==> src/rtl/mrm_pkg.sv <==
package mrm_pkg;

    // Largest register count a read may ask for
    localparam int unsigned MAX_REGS_DEF = 32;

    localparam logic [15:0] TIMEOUT_RESET = 16'd3000;
    localparam logic [15:0] CRC_INIT      = 16'hFFFF;
    localparam logic [15:0] CRC_POLY      = 16'hA001;

    // Input commands
    localparam logic [1:0] CMD_START = 2'd0;
    localparam logic [1:0] CMD_BYTE  = 2'd1;
    localparam logic [1:0] CMD_TICK  = 2'd2;
    localparam logic [1:0] CMD_NONE  = 2'd3;

    // Operations
    localparam logic [1:0] OP_RD_HOLD  = 2'd0;
    localparam logic [1:0] OP_RD_INPUT = 2'd1;
    localparam logic [1:0] OP_WR_SINGLE = 2'd2;
    localparam logic [1:0] OP_RESERVED  = 2'd3;

    // Function codes
    localparam logic [7:0] FN_RD_HOLD   = 8'h03;
    localparam logic [7:0] FN_RD_INPUT  = 8'h04;
    localparam logic [7:0] FN_WR_SINGLE = 8'h06;

    // Result kinds
    localparam logic [1:0] KIND_TX     = 2'd0;
    localparam logic [1:0] KIND_WORD   = 2'd1;
    localparam logic [1:0] KIND_STATUS = 2'd2;

    // Status codes
    localparam logic [2:0] STS_OK      = 3'd0;
    localparam logic [2:0] STS_CRC     = 3'd1;
    localparam logic [2:0] STS_COUNT   = 3'd2;
    localparam logic [2:0] STS_TIMEOUT = 3'd3;
    localparam logic [2:0] STS_BAD_REQ = 3'd4;

    typedef struct packed {
        logic [1:0]  cmd;
        logic [1:0]  operation;
        logic [7:0]  slave_id;
        logic [15:0] reg_address;
        logic [15:0] reg_count_or_value;
        logic [7:0]  rx_byte;
    } in_t;

    typedef struct packed {
        logic [1:0]  kind;
        logic [15:0] data;
        logic [2:0]  status;
        logic        last;
    } out_t;

    typedef enum logic [3:0] {
        ST_IDLE,
        ST_REQ_CRC,
        ST_SID_CRC,
        ST_TX,
        ST_RX_CRC,
        ST_CHECK,
        ST_WORD_RD,
        ST_WORD_OUT,
        ST_STATUS
    } state_t;

    // One bit step of the reflected Modbus CRC
    function automatic logic [15:0] crc_bit_step(input logic [15:0] crc);
        logic [15:0] sh;
        sh = {1'b0, crc[15:1]};
        return crc[0] ? (sh ^ CRC_POLY) : sh;
    endfunction

endpackage

==> src/rtl/modbus_rtu_master_transaction.sv <==
// Modbus RTU master engine. A start request (cmd 0) is checked, its CRC-16 is worked out one
// bit per cycle on a single shared CRC stepper (the six request bytes, then the slave id that
// seeds the response CRC), and the eight request bytes leave as kind-0 results; the next
// request can be taken only after the last of them, later while the consumer stalls. A
// received byte (cmd 1) enters the response CRC through the same stepper when the CRC covers
// it. The final byte of a response leads to the check, then to each register word read back
// from the word store, then to one status result. A tick (cmd 2) advances the timeout count
// and may end in a timeout status. The output register holds a result while the consumer
// stalls; the block stalls with it. s_ready is high only between items.
module modbus_rtu_master_transaction #(
    parameter int unsigned MAX_REGS = mrm_pkg::MAX_REGS_DEF
) (
    input  logic           aclk,
    input  logic           aresetn,
    input  logic           s_valid,
    output logic           s_ready,
    input  mrm_pkg::in_t   s_payload,
    output logic           m_valid,
    input  logic           m_ready,
    output mrm_pkg::out_t  m_payload,
    input  logic           cfg_valid,
    output logic           cfg_ready,
    input  logic [15:0]    cfg_data
);

    localparam int unsigned AW = (MAX_REGS > 1) ? $clog2(MAX_REGS) : 1;
    localparam int unsigned CW = $clog2(MAX_REGS + 1);
    localparam int unsigned LW = $clog2(2 * MAX_REGS + 9);

    mrm_pkg::state_t state_reg, state_next;

    logic [15:0]   tmo_reg, tmo_next;
    logic          busy_reg, busy_next;
    logic [1:0]    op_reg, op_next;
    logic [7:0]    slave_reg, slave_next;
    logic [15:0]   addr_reg, addr_next;
    logic [15:0]   cv_reg, cv_next;
    logic [CW-1:0] count_reg, count_next;
    logic [LW-1:0] len_reg, len_next;
    logic [LW-1:0] idx_reg, idx_next;
    logic [15:0]   crc_reg, crc_next;
    logic [15:0]   txcrc_reg, txcrc_next;
    logic [7:0]    bc_reg, bc_next;
    logic [7:0]    hi_reg, hi_next;
    logic [7:0]    crclo_reg, crclo_next;
    logic [7:0]    rxb_reg, rxb_next;
    logic [15:0]   elapsed_reg, elapsed_next;
    logic [2:0]    bit_reg, bit_next;
    logic [2:0]    byte_reg, byte_next;
    logic [CW-1:0] word_reg, word_next;
    logic [2:0]    sts_reg, sts_next;

    logic          m_valid_reg, m_valid_next;
    mrm_pkg::out_t m_payload_reg, m_payload_next;

    logic [15:0]   mem [MAX_REGS];
    logic [15:0]   rd_data_reg;
    logic          mem_we;
    logic [AW-1:0] mem_wa;
    logic [15:0]   mem_wd;
    logic [AW-1:0] mem_ra;

    logic          out_free;
    logic [7:0]    feed_byte;
    logic [15:0]   crc_step;
    logic [7:0]    req_byte;
    logic [LW-1:0] idx_wa;
    logic [15:0]   elapsed_inc;

    assign s_ready   = (state_reg == mrm_pkg::ST_IDLE);
    assign cfg_ready = 1'b1;
    assign m_valid   = m_valid_reg;
    assign m_payload = m_payload_reg;
    assign out_free  = !m_valid_reg || m_ready;

    // Select the request byte under the byte counter
    always_comb begin
        case (byte_reg)
            3'd0: req_byte = slave_reg;
            3'd1: begin
                case (op_reg)
                    mrm_pkg::OP_RD_HOLD:  req_byte = mrm_pkg::FN_RD_HOLD;
                    mrm_pkg::OP_RD_INPUT: req_byte = mrm_pkg::FN_RD_INPUT;
                    default:              req_byte = mrm_pkg::FN_WR_SINGLE;
                endcase
            end
            3'd2: req_byte = addr_reg[15:8];
            3'd3: req_byte = addr_reg[7:0];
            3'd4: req_byte = cv_reg[15:8];
            3'd5: req_byte = cv_reg[7:0];
            3'd6: req_byte = txcrc_reg[7:0];
            default: req_byte = txcrc_reg[15:8];
        endcase
    end

    // Shared CRC stepper: fold the byte in on its first bit
    always_comb begin
        case (state_reg)
            mrm_pkg::ST_REQ_CRC: feed_byte = req_byte;
            mrm_pkg::ST_SID_CRC: feed_byte = slave_reg;
            default:             feed_byte = rxb_reg;
        endcase
        crc_step = mrm_pkg::crc_bit_step((bit_reg == 3'd0) ?
                                         (crc_reg ^ {8'h00, feed_byte}) : crc_reg);
    end

    assign idx_wa      = (idx_reg - LW'(3)) >> 1;
    assign elapsed_inc = (elapsed_reg == 16'hFFFF) ? elapsed_reg : elapsed_reg + 16'd1;

    // Sequencer
    always_comb begin
        state_next     = state_reg;
        tmo_next       = tmo_reg;
        busy_next      = busy_reg;
        op_next        = op_reg;
        slave_next     = slave_reg;
        addr_next      = addr_reg;
        cv_next        = cv_reg;
        count_next     = count_reg;
        len_next       = len_reg;
        idx_next       = idx_reg;
        crc_next       = crc_reg;
        txcrc_next     = txcrc_reg;
        bc_next        = bc_reg;
        hi_next        = hi_reg;
        crclo_next     = crclo_reg;
        rxb_next       = rxb_reg;
        elapsed_next   = elapsed_reg;
        bit_next       = bit_reg;
        byte_next      = byte_reg;
        word_next      = word_reg;
        sts_next       = sts_reg;
        m_valid_next   = m_valid_reg && !m_ready;
        m_payload_next = m_payload_reg;
        mem_we         = 1'b0;
        mem_wa         = idx_wa[AW-1:0];
        mem_wd         = {hi_reg, s_payload.rx_byte};
        mem_ra         = word_reg[AW-1:0];

        if (cfg_valid) begin
            tmo_next = cfg_data;
        end

        case (state_reg)
            mrm_pkg::ST_IDLE: begin
                if (s_valid) begin
                    case (s_payload.cmd)
                        mrm_pkg::CMD_START: begin
                            busy_next = 1'b0;
                            if (s_payload.operation == mrm_pkg::OP_RESERVED ||
                                (s_payload.operation != mrm_pkg::OP_WR_SINGLE &&
                                 (s_payload.reg_count_or_value == 16'd0 ||
                                  s_payload.reg_count_or_value > 16'(MAX_REGS)))) begin
                                sts_next   = mrm_pkg::STS_BAD_REQ;
                                state_next = mrm_pkg::ST_STATUS;
                            end else begin
                                op_next      = s_payload.operation;
                                slave_next   = s_payload.slave_id;
                                addr_next    = s_payload.reg_address;
                                cv_next      = s_payload.reg_count_or_value;
                                if (s_payload.operation == mrm_pkg::OP_WR_SINGLE) begin
                                    count_next = '0;
                                    len_next   = LW'(8);
                                end else begin
                                    count_next = s_payload.reg_count_or_value[CW-1:0];
                                    len_next   = LW'(5) +
                                        {s_payload.reg_count_or_value[LW-2:0], 1'b0};
                                end
                                idx_next     = '0;
                                bc_next      = '0;
                                hi_next      = '0;
                                crclo_next   = '0;
                                elapsed_next = '0;
                                crc_next     = mrm_pkg::CRC_INIT;
                                bit_next     = '0;
                                byte_next    = '0;
                                busy_next    = 1'b1;
                                state_next   = mrm_pkg::ST_REQ_CRC;
                            end
                        end
                        mrm_pkg::CMD_BYTE: begin
                            if (busy_reg) begin
                                rxb_next = s_payload.rx_byte;
                                idx_next = idx_reg + LW'(1);
                                if (op_reg != mrm_pkg::OP_WR_SINGLE) begin
                                    if (idx_reg == LW'(2)) begin
                                        bc_next = s_payload.rx_byte;
                                    end
                                    if (idx_reg >= LW'(3) && idx_reg + LW'(3) <= len_reg) begin
                                        if (idx_reg[0]) begin
                                            hi_next = s_payload.rx_byte;
                                        end else begin
                                            mem_we = 1'b1;
                                        end
                                    end
                                end
                                if (idx_reg + LW'(2) == len_reg) begin
                                    crclo_next = s_payload.rx_byte;
                                end
                                if (idx_reg >= LW'(1) && idx_reg + LW'(3) <= len_reg) begin
                                    bit_next   = '0;
                                    state_next = mrm_pkg::ST_RX_CRC;
                                end else if (idx_reg + LW'(1) >= len_reg) begin
                                    busy_next  = 1'b0;
                                    state_next = mrm_pkg::ST_CHECK;
                                end
                            end
                        end
                        mrm_pkg::CMD_TICK: begin
                            if (busy_reg) begin
                                elapsed_next = elapsed_inc;
                                if (elapsed_inc >= tmo_reg) begin
                                    busy_next  = 1'b0;
                                    sts_next   = mrm_pkg::STS_TIMEOUT;
                                    state_next = mrm_pkg::ST_STATUS;
                                end
                            end
                        end
                        default: ;
                    endcase
                end
            end
            // Request CRC, one bit a cycle over six bytes
            mrm_pkg::ST_REQ_CRC: begin
                crc_next = crc_step;
                bit_next = bit_reg + 3'd1;
                if (bit_reg == 3'd7) begin
                    byte_next = byte_reg + 3'd1;
                    if (byte_reg == 3'd5) begin
                        txcrc_next = crc_step;
                        crc_next   = mrm_pkg::CRC_INIT;
                        state_next = mrm_pkg::ST_SID_CRC;
                    end
                end
            end
            // Seed the response CRC with the slave id
            mrm_pkg::ST_SID_CRC: begin
                crc_next = crc_step;
                bit_next = bit_reg + 3'd1;
                if (bit_reg == 3'd7) begin
                    byte_next  = '0;
                    state_next = mrm_pkg::ST_TX;
                end
            end
            mrm_pkg::ST_TX: begin
                if (out_free) begin
                    m_valid_next   = 1'b1;
                    m_payload_next = '{kind: mrm_pkg::KIND_TX, data: {8'h00, req_byte},
                                       status: mrm_pkg::STS_OK, last: byte_reg == 3'd7};
                    byte_next      = byte_reg + 3'd1;
                    if (byte_reg == 3'd7) begin
                        state_next = mrm_pkg::ST_IDLE;
                    end
                end
            end
            mrm_pkg::ST_RX_CRC: begin
                crc_next = crc_step;
                bit_next = bit_reg + 3'd1;
                if (bit_reg == 3'd7) begin
                    state_next = mrm_pkg::ST_IDLE;
                end
            end
            // Compare CRC, then byte count
            mrm_pkg::ST_CHECK: begin
                word_next = '0;
                if (crclo_reg != crc_reg[7:0] || rxb_reg != crc_reg[15:8]) begin
                    sts_next   = mrm_pkg::STS_CRC;
                    state_next = mrm_pkg::ST_STATUS;
                end else if (op_reg != mrm_pkg::OP_WR_SINGLE &&
                             bc_reg != 8'({count_reg, 1'b0})) begin
                    sts_next   = mrm_pkg::STS_COUNT;
                    state_next = mrm_pkg::ST_STATUS;
                end else if (op_reg != mrm_pkg::OP_WR_SINGLE) begin
                    sts_next   = mrm_pkg::STS_OK;
                    state_next = mrm_pkg::ST_WORD_RD;
                end else begin
                    sts_next   = mrm_pkg::STS_OK;
                    state_next = mrm_pkg::ST_STATUS;
                end
            end
            mrm_pkg::ST_WORD_RD: begin
                state_next = mrm_pkg::ST_WORD_OUT;
            end
            mrm_pkg::ST_WORD_OUT: begin
                if (out_free) begin
                    m_valid_next   = 1'b1;
                    m_payload_next = '{kind: mrm_pkg::KIND_WORD, data: rd_data_reg,
                                       status: mrm_pkg::STS_OK, last: 1'b0};
                    word_next      = word_reg + CW'(1);
                    state_next     = (word_reg + CW'(1) == count_reg) ?
                                     mrm_pkg::ST_STATUS : mrm_pkg::ST_WORD_RD;
                end
            end
            mrm_pkg::ST_STATUS: begin
                if (out_free) begin
                    m_valid_next   = 1'b1;
                    m_payload_next = '{kind: mrm_pkg::KIND_STATUS, data: 16'h0000,
                                       status: sts_reg, last: 1'b1};
                    state_next     = mrm_pkg::ST_IDLE;
                end
            end
            default: state_next = mrm_pkg::ST_IDLE;
        endcase
    end

    // Hold state
    always_ff @(posedge aclk) begin
        if (!aresetn) begin
            state_reg   <= mrm_pkg::ST_IDLE;
            tmo_reg     <= mrm_pkg::TIMEOUT_RESET;
            busy_reg    <= 1'b0;
            m_valid_reg <= 1'b0;
            op_reg      <= '0;
            idx_reg     <= '0;
            len_reg     <= '0;
            count_reg   <= '0;
            elapsed_reg <= '0;
            crc_reg     <= mrm_pkg::CRC_INIT;
            bit_reg     <= '0;
            byte_reg    <= '0;
            word_reg    <= '0;
        end else begin
            state_reg   <= state_next;
            tmo_reg     <= tmo_next;
            busy_reg    <= busy_next;
            m_valid_reg <= m_valid_next;
            op_reg      <= op_next;
            idx_reg     <= idx_next;
            len_reg     <= len_next;
            count_reg   <= count_next;
            elapsed_reg <= elapsed_next;
            crc_reg     <= crc_next;
            bit_reg     <= bit_next;
            byte_reg    <= byte_next;
            word_reg    <= word_next;
        end
    end

    always_ff @(posedge aclk) begin
        slave_reg     <= slave_next;
        addr_reg      <= addr_next;
        cv_reg        <= cv_next;
        txcrc_reg     <= txcrc_next;
        bc_reg        <= bc_next;
        hi_reg        <= hi_next;
        crclo_reg     <= crclo_next;
        rxb_reg       <= rxb_next;
        sts_reg       <= sts_next;
        m_payload_reg <= m_payload_next;
    end

    // Word store
    always_ff @(posedge aclk) begin
        if (mem_we) begin
            mem[mem_wa] <= mem_wd;
        end
        rd_data_reg <= mem[mem_ra];
    end

`ifndef SYNTHESIS
    a_words_only_reads: assert property (@(posedge aclk) disable iff (!aresetn)
        state_reg == mrm_pkg::ST_WORD_OUT |-> op_reg != mrm_pkg::OP_WR_SINGLE)
        else $error("word output during a write transaction");
    a_status_is_last: assert property (@(posedge aclk) disable iff (!aresetn)
        m_valid && m_payload.kind == mrm_pkg::KIND_STATUS |-> m_payload.last)
        else $error("status result not marked last");
    a_tx_while_busy: assert property (@(posedge aclk) disable iff (!aresetn)
        state_reg == mrm_pkg::ST_TX |-> busy_reg)
        else $error("request bytes sent while not busy");
`endif

endmodule
==> config.mk <==
export PLATFORM = sky130hd
export DESIGN_NAME = modbus_rtu_master_transaction
export DESIGN_NICKNAME = d
export VERILOG_FILES = /design/src/rtl/mrm_pkg.sv /design/src/rtl/modbus_rtu_master_transaction.sv
export SDC_FILE = /design/constraint.sdc
export NUM_CORES = 1
export LEC_CHECK = 0
export ABC_AREA = 0
export BUFFER_PORTS_ARGS = -buffer_cell sky130_fd_sc_hd__buf_2
export CAP_MARGIN = 20
export CORE_AREA = 8 8 235 237
export DETAILED_ROUTE_END_ITERATION = 6
export DIE_AREA = 0 0 243 245
export PLACE_DENSITY_LB_ADDON = 0.05
export SLEW_MARGIN = 15
export SYNTH_ARGS = -nofsm -noshare
export SYNTH_HDL_FRONTEND = slang
export SYNTH_SLANG_ARGS = --single-unit
==> constraint.sdc <==
create_clock -name aclk -period 4.9 [get_ports aclk]
set_clock_uncertainty 0.15 [all_clocks]
set_input_delay 0.98 -clock aclk [delete_from_list [all_inputs] [get_ports aclk]]
set_output_delay 0.98 -clock aclk [all_outputs]
set_load 0.02 [all_outputs]
==> flow_summary_export.csv <==
group,metric,value,unit
clock_network,cts_tree,"built",
floorplan,dieArea,59500,sq um
floorplan,io_pins,98,
cells_and_area,nets,2115,
worst_hold_path,whs_path_depth,2,
cells_and_area,n_antenna_cell,0,
pwr,p_comb_frac,0.026,
clock_network,clockBufferDepth,3,
worst_hold_path,holdPathEnd,"tmo_reg[8]",
yosys,yosys_warnings,0,
routing,antenna_left,0,
placed_design,dp_hpwl,47200,microns
worst_hold_path,hold_class,"reg2reg",
routing,drtIter0Drc,1672,
routing,avgRoutedWirePerCell,26.4,microns
global_route,grt_overflow,0,
yosys,synthesis.nets,1972,
sta,holdWs,0.336,ns
routing,vias,17000,
yosys,syn_inst,1845,
pwr,p_sw,2.60,mW
pwr,power.total,12.8,mW
routing,vias_per_cell,6.21,
pwr,p_seq_frac,0.529,
pwr,p_int,10.2,mW
worst_setup_path,r2r_cells,16,
clock_network,cts_hold_buf,0,
floorplan,rows,84,
placed_design,pre_cts_ws,0.794,ns
floorplan,die_x,243,microns
worst_setup_path,regToRegEndpoint,"state_reg[0]",
cells_and_area,area_growth_syn_to_layout,13.1,%
placed_design,io_buffers,96,
yosys,yosysSeqAreaShare,0.682,
cells_and_area,drive_above_1_share,0.249,
cells_and_area,final_common_cell,"edfxtp_1",
global_route,antenna_found_initial,1,
cells_and_area,fin_cells,2737,
sta,report.final.hold_viol_count,0,
sta,fin_crit,4.20,ns
sta,worst_slack,0.696,ns
worst_setup_path,cp_data_arrival_time,4.53,ns
global_route,grt_use_total,0.243,
yosys,ys_ff_latch,728,
clock_network,postCtsSetupRepairBufs,0,
worst_setup_path,critPathLaunchType,"register",
pwr,leakage,11.4,nW
placed_design,placed_cells,2596,
yosys,syn_area_per_cell,16.5,sq um
yosys,async_reset_ff_frac,0,
yosys,ys.flop_type,"edfxtp_1",
yosys,yosysUniqueCellTypes,86,
routing,drt_wl_total,72300,microns
sta,slew_headroom,0.253,
worst_hold_path,hold_start,"tmo_reg[8]",
sta,timing.final.crit_share,0.858,
flow_run,maxCapViolCount,0,
sta,tns,0,ns
yosys,netlist_area,30500,sq um
worst_setup_path,reg2reg_from,"elapsed_reg[0]",
cells_and_area,fillCellCount,3586,
clock_network,h-tree-depth,3,
placed_design,gp_congestion,0.870,
pwr,p_clk_frac,0.445,
clock_network,clock_latency,0.61,ns
pwr,vdd_drop_max,0.438,mV
clock_network,numCtsBuffers,76,
global_route,grt_max_degree,58,
worst_setup_path,crit_type,"reg2reg",
sta,worstMarginPinSlew,1.12,ns
worst_setup_path,critPathMaxFanout,8,
floorplan,start_util,0.590,
pwr,switching_share,0.203,
sta,rsz0062_at_grt,"false",
sta,fmax,238,MHz
cells_and_area,layout_common_cells,"625 x edfxtp_1, 160 x mux4_2, 116 x nand2_1, 99 x dfxtp_1, 96 x buf_2",
cells_and_area,largest_reg_flops,512,
run_status,run_status,"finished, final reports clean",
clock_network,cts_root_buffer,"clkbuf_16",
global_route,grt_pass1_vias,16900,
worst_setup_path,worst_ep_required_time,5.22,ns
yosys,synth-edff-count,625,
floorplan,dieHeight,245,microns
clock_network,clock_sinks,728,
clock_network,clk_pin_slew_worst_paths,0.06,ns
routing,drc,0,
routing,first_pass_iters,6,
worst_setup_path,r2r_setup_slack,0.70,ns
global_route,grt_pass1_wl,108000,microns
floorplan,core_area,51700,sq um
sta,maxSlewViolCount,0,
worst_setup_path,end_kind,"register",
clock_network,ctsResizeCount,0,
sta,setup-violations-final,0,
pwr,power_density,370,nW/um^2
[metrics by stage]
stage                     instance area, sq um   util
final                                    34500  0.668
after global routing                     34500  0.668
after CTS                                34500  0.667
after detailed placement                 32000  0.619
after global placement                   32000  0.619
after floorplan                          30500      -
[critical path, cell delays in order, from the launching register on]
cell	delay (ns)
dfxtp_1	0.42
ha_1	0.24
nand3_1	0.17
nor4_4	0.40
nand4_2	0.30
and4_1	0.39
nand4_1	0.18
xnor2_1	0.14
ha_1	0.26
a21o_1	0.18
nand3_1	0.07
a21oi_1	0.07
a2111oi_0	0.40
buf_4	0.22
a21oi_1	0.08
o211ai_1	0.26
o32ai_1	0.13
[kinds of logic (layout without fill, tap and decap cells)]
family	after synthesis	count (layout)	share of synthesized area
adder cells (fa/ha/maj)	54	54	0.0221
AND/OR/NAND/NOR	401	401	0.0680
other	1	1	0.000123
XOR/XNOR	74	74	0.0217
multiplexers	200	200	0.132
buffers and inverters	150	354	0.0205
AO/OA/AOI/OAI	237	237	0.0526
flip-flops	728	728	0.682
[synth_stat cells, types with 17 or more instances]
master	n	area [sq um]
buf_2	18	90.1
xor2_1	22	193
nand2_1	116	435
nor2b_1	30	188
inv_1	47	176
ha_1	54	676
edfxtp_1	625	18800
dfxtp_1	103	2060
nand3_1	44	220
nand2b_1	22	138
nor2_1	79	297
mux4_2	160	3600
mux2_2	27	304
and2_1	25	156
xnor2_1	51	447
a21boi_0	17	128
a21oi_1	45	225
nand4_1	18	113
clkbuf_1	65	244
o21ai_0	54	270
[worst max-delay path by stage]
stage / start / endpoint / slack, ns / cells past startpoint
2_1_floorplan: s_payload[9] / addr_reg[0] / 0.93 / 6
3_3_place_gp: elapsed_reg[3] / sts_reg[0] / 1.04 / 14
3_5_place_dp: elapsed_reg[0] / state_reg[0] / 0.79 / 16
4_1_cts: elapsed_reg[0] / state_reg[0] / 0.76 / 16
5_1_grt: elapsed_reg[3] / sts_reg[2] / 0.41 / 15
6_report: elapsed_reg[0] / state_reg[0] / 0.70 / 16
[layer usage]
layer | track usage | wire length [microns]
met1 | 0.334 | 29700
met2 | 0.384 | 34200
met3 | 0.0573 | 5860
met4 | 0.0830 | 2520
met5 | 0 | 13
[power groups by stage]
| stage | registers [mW] | clock network, mW | logic, mW |
|---|---|---|---|
| final | 6.75 | 5.68 | 0.335 |
| after global routing | 6.75 | 6.01 | 0.364 |
| after CTS | 6.75 | 5.78 | 0.333 |
| after detailed placement | 6.89 | 0 | 0.332 |
| after global placement | 6.88 | 0 | 0.324 |
| after floorplan | 6.88 | 0 | 0.174 |
[final cells by class]
cell class / count / area [sq um] / share of cell area
repair buffers: 167 / 1080 / 0.0313
clock buffers: 102 / 2130 / 0.0618
inverters: 48 / 180 / 0.00522
clock inverters: 37 / 337 / 0.00975
multi-input cells: 967 / 9100 / 0.264
flip-flops and latches: 728 / 20800 / 0.603
well taps: 688 / 861 / 0.0249
Note: power is estimated with default switching activity, not from simulation.
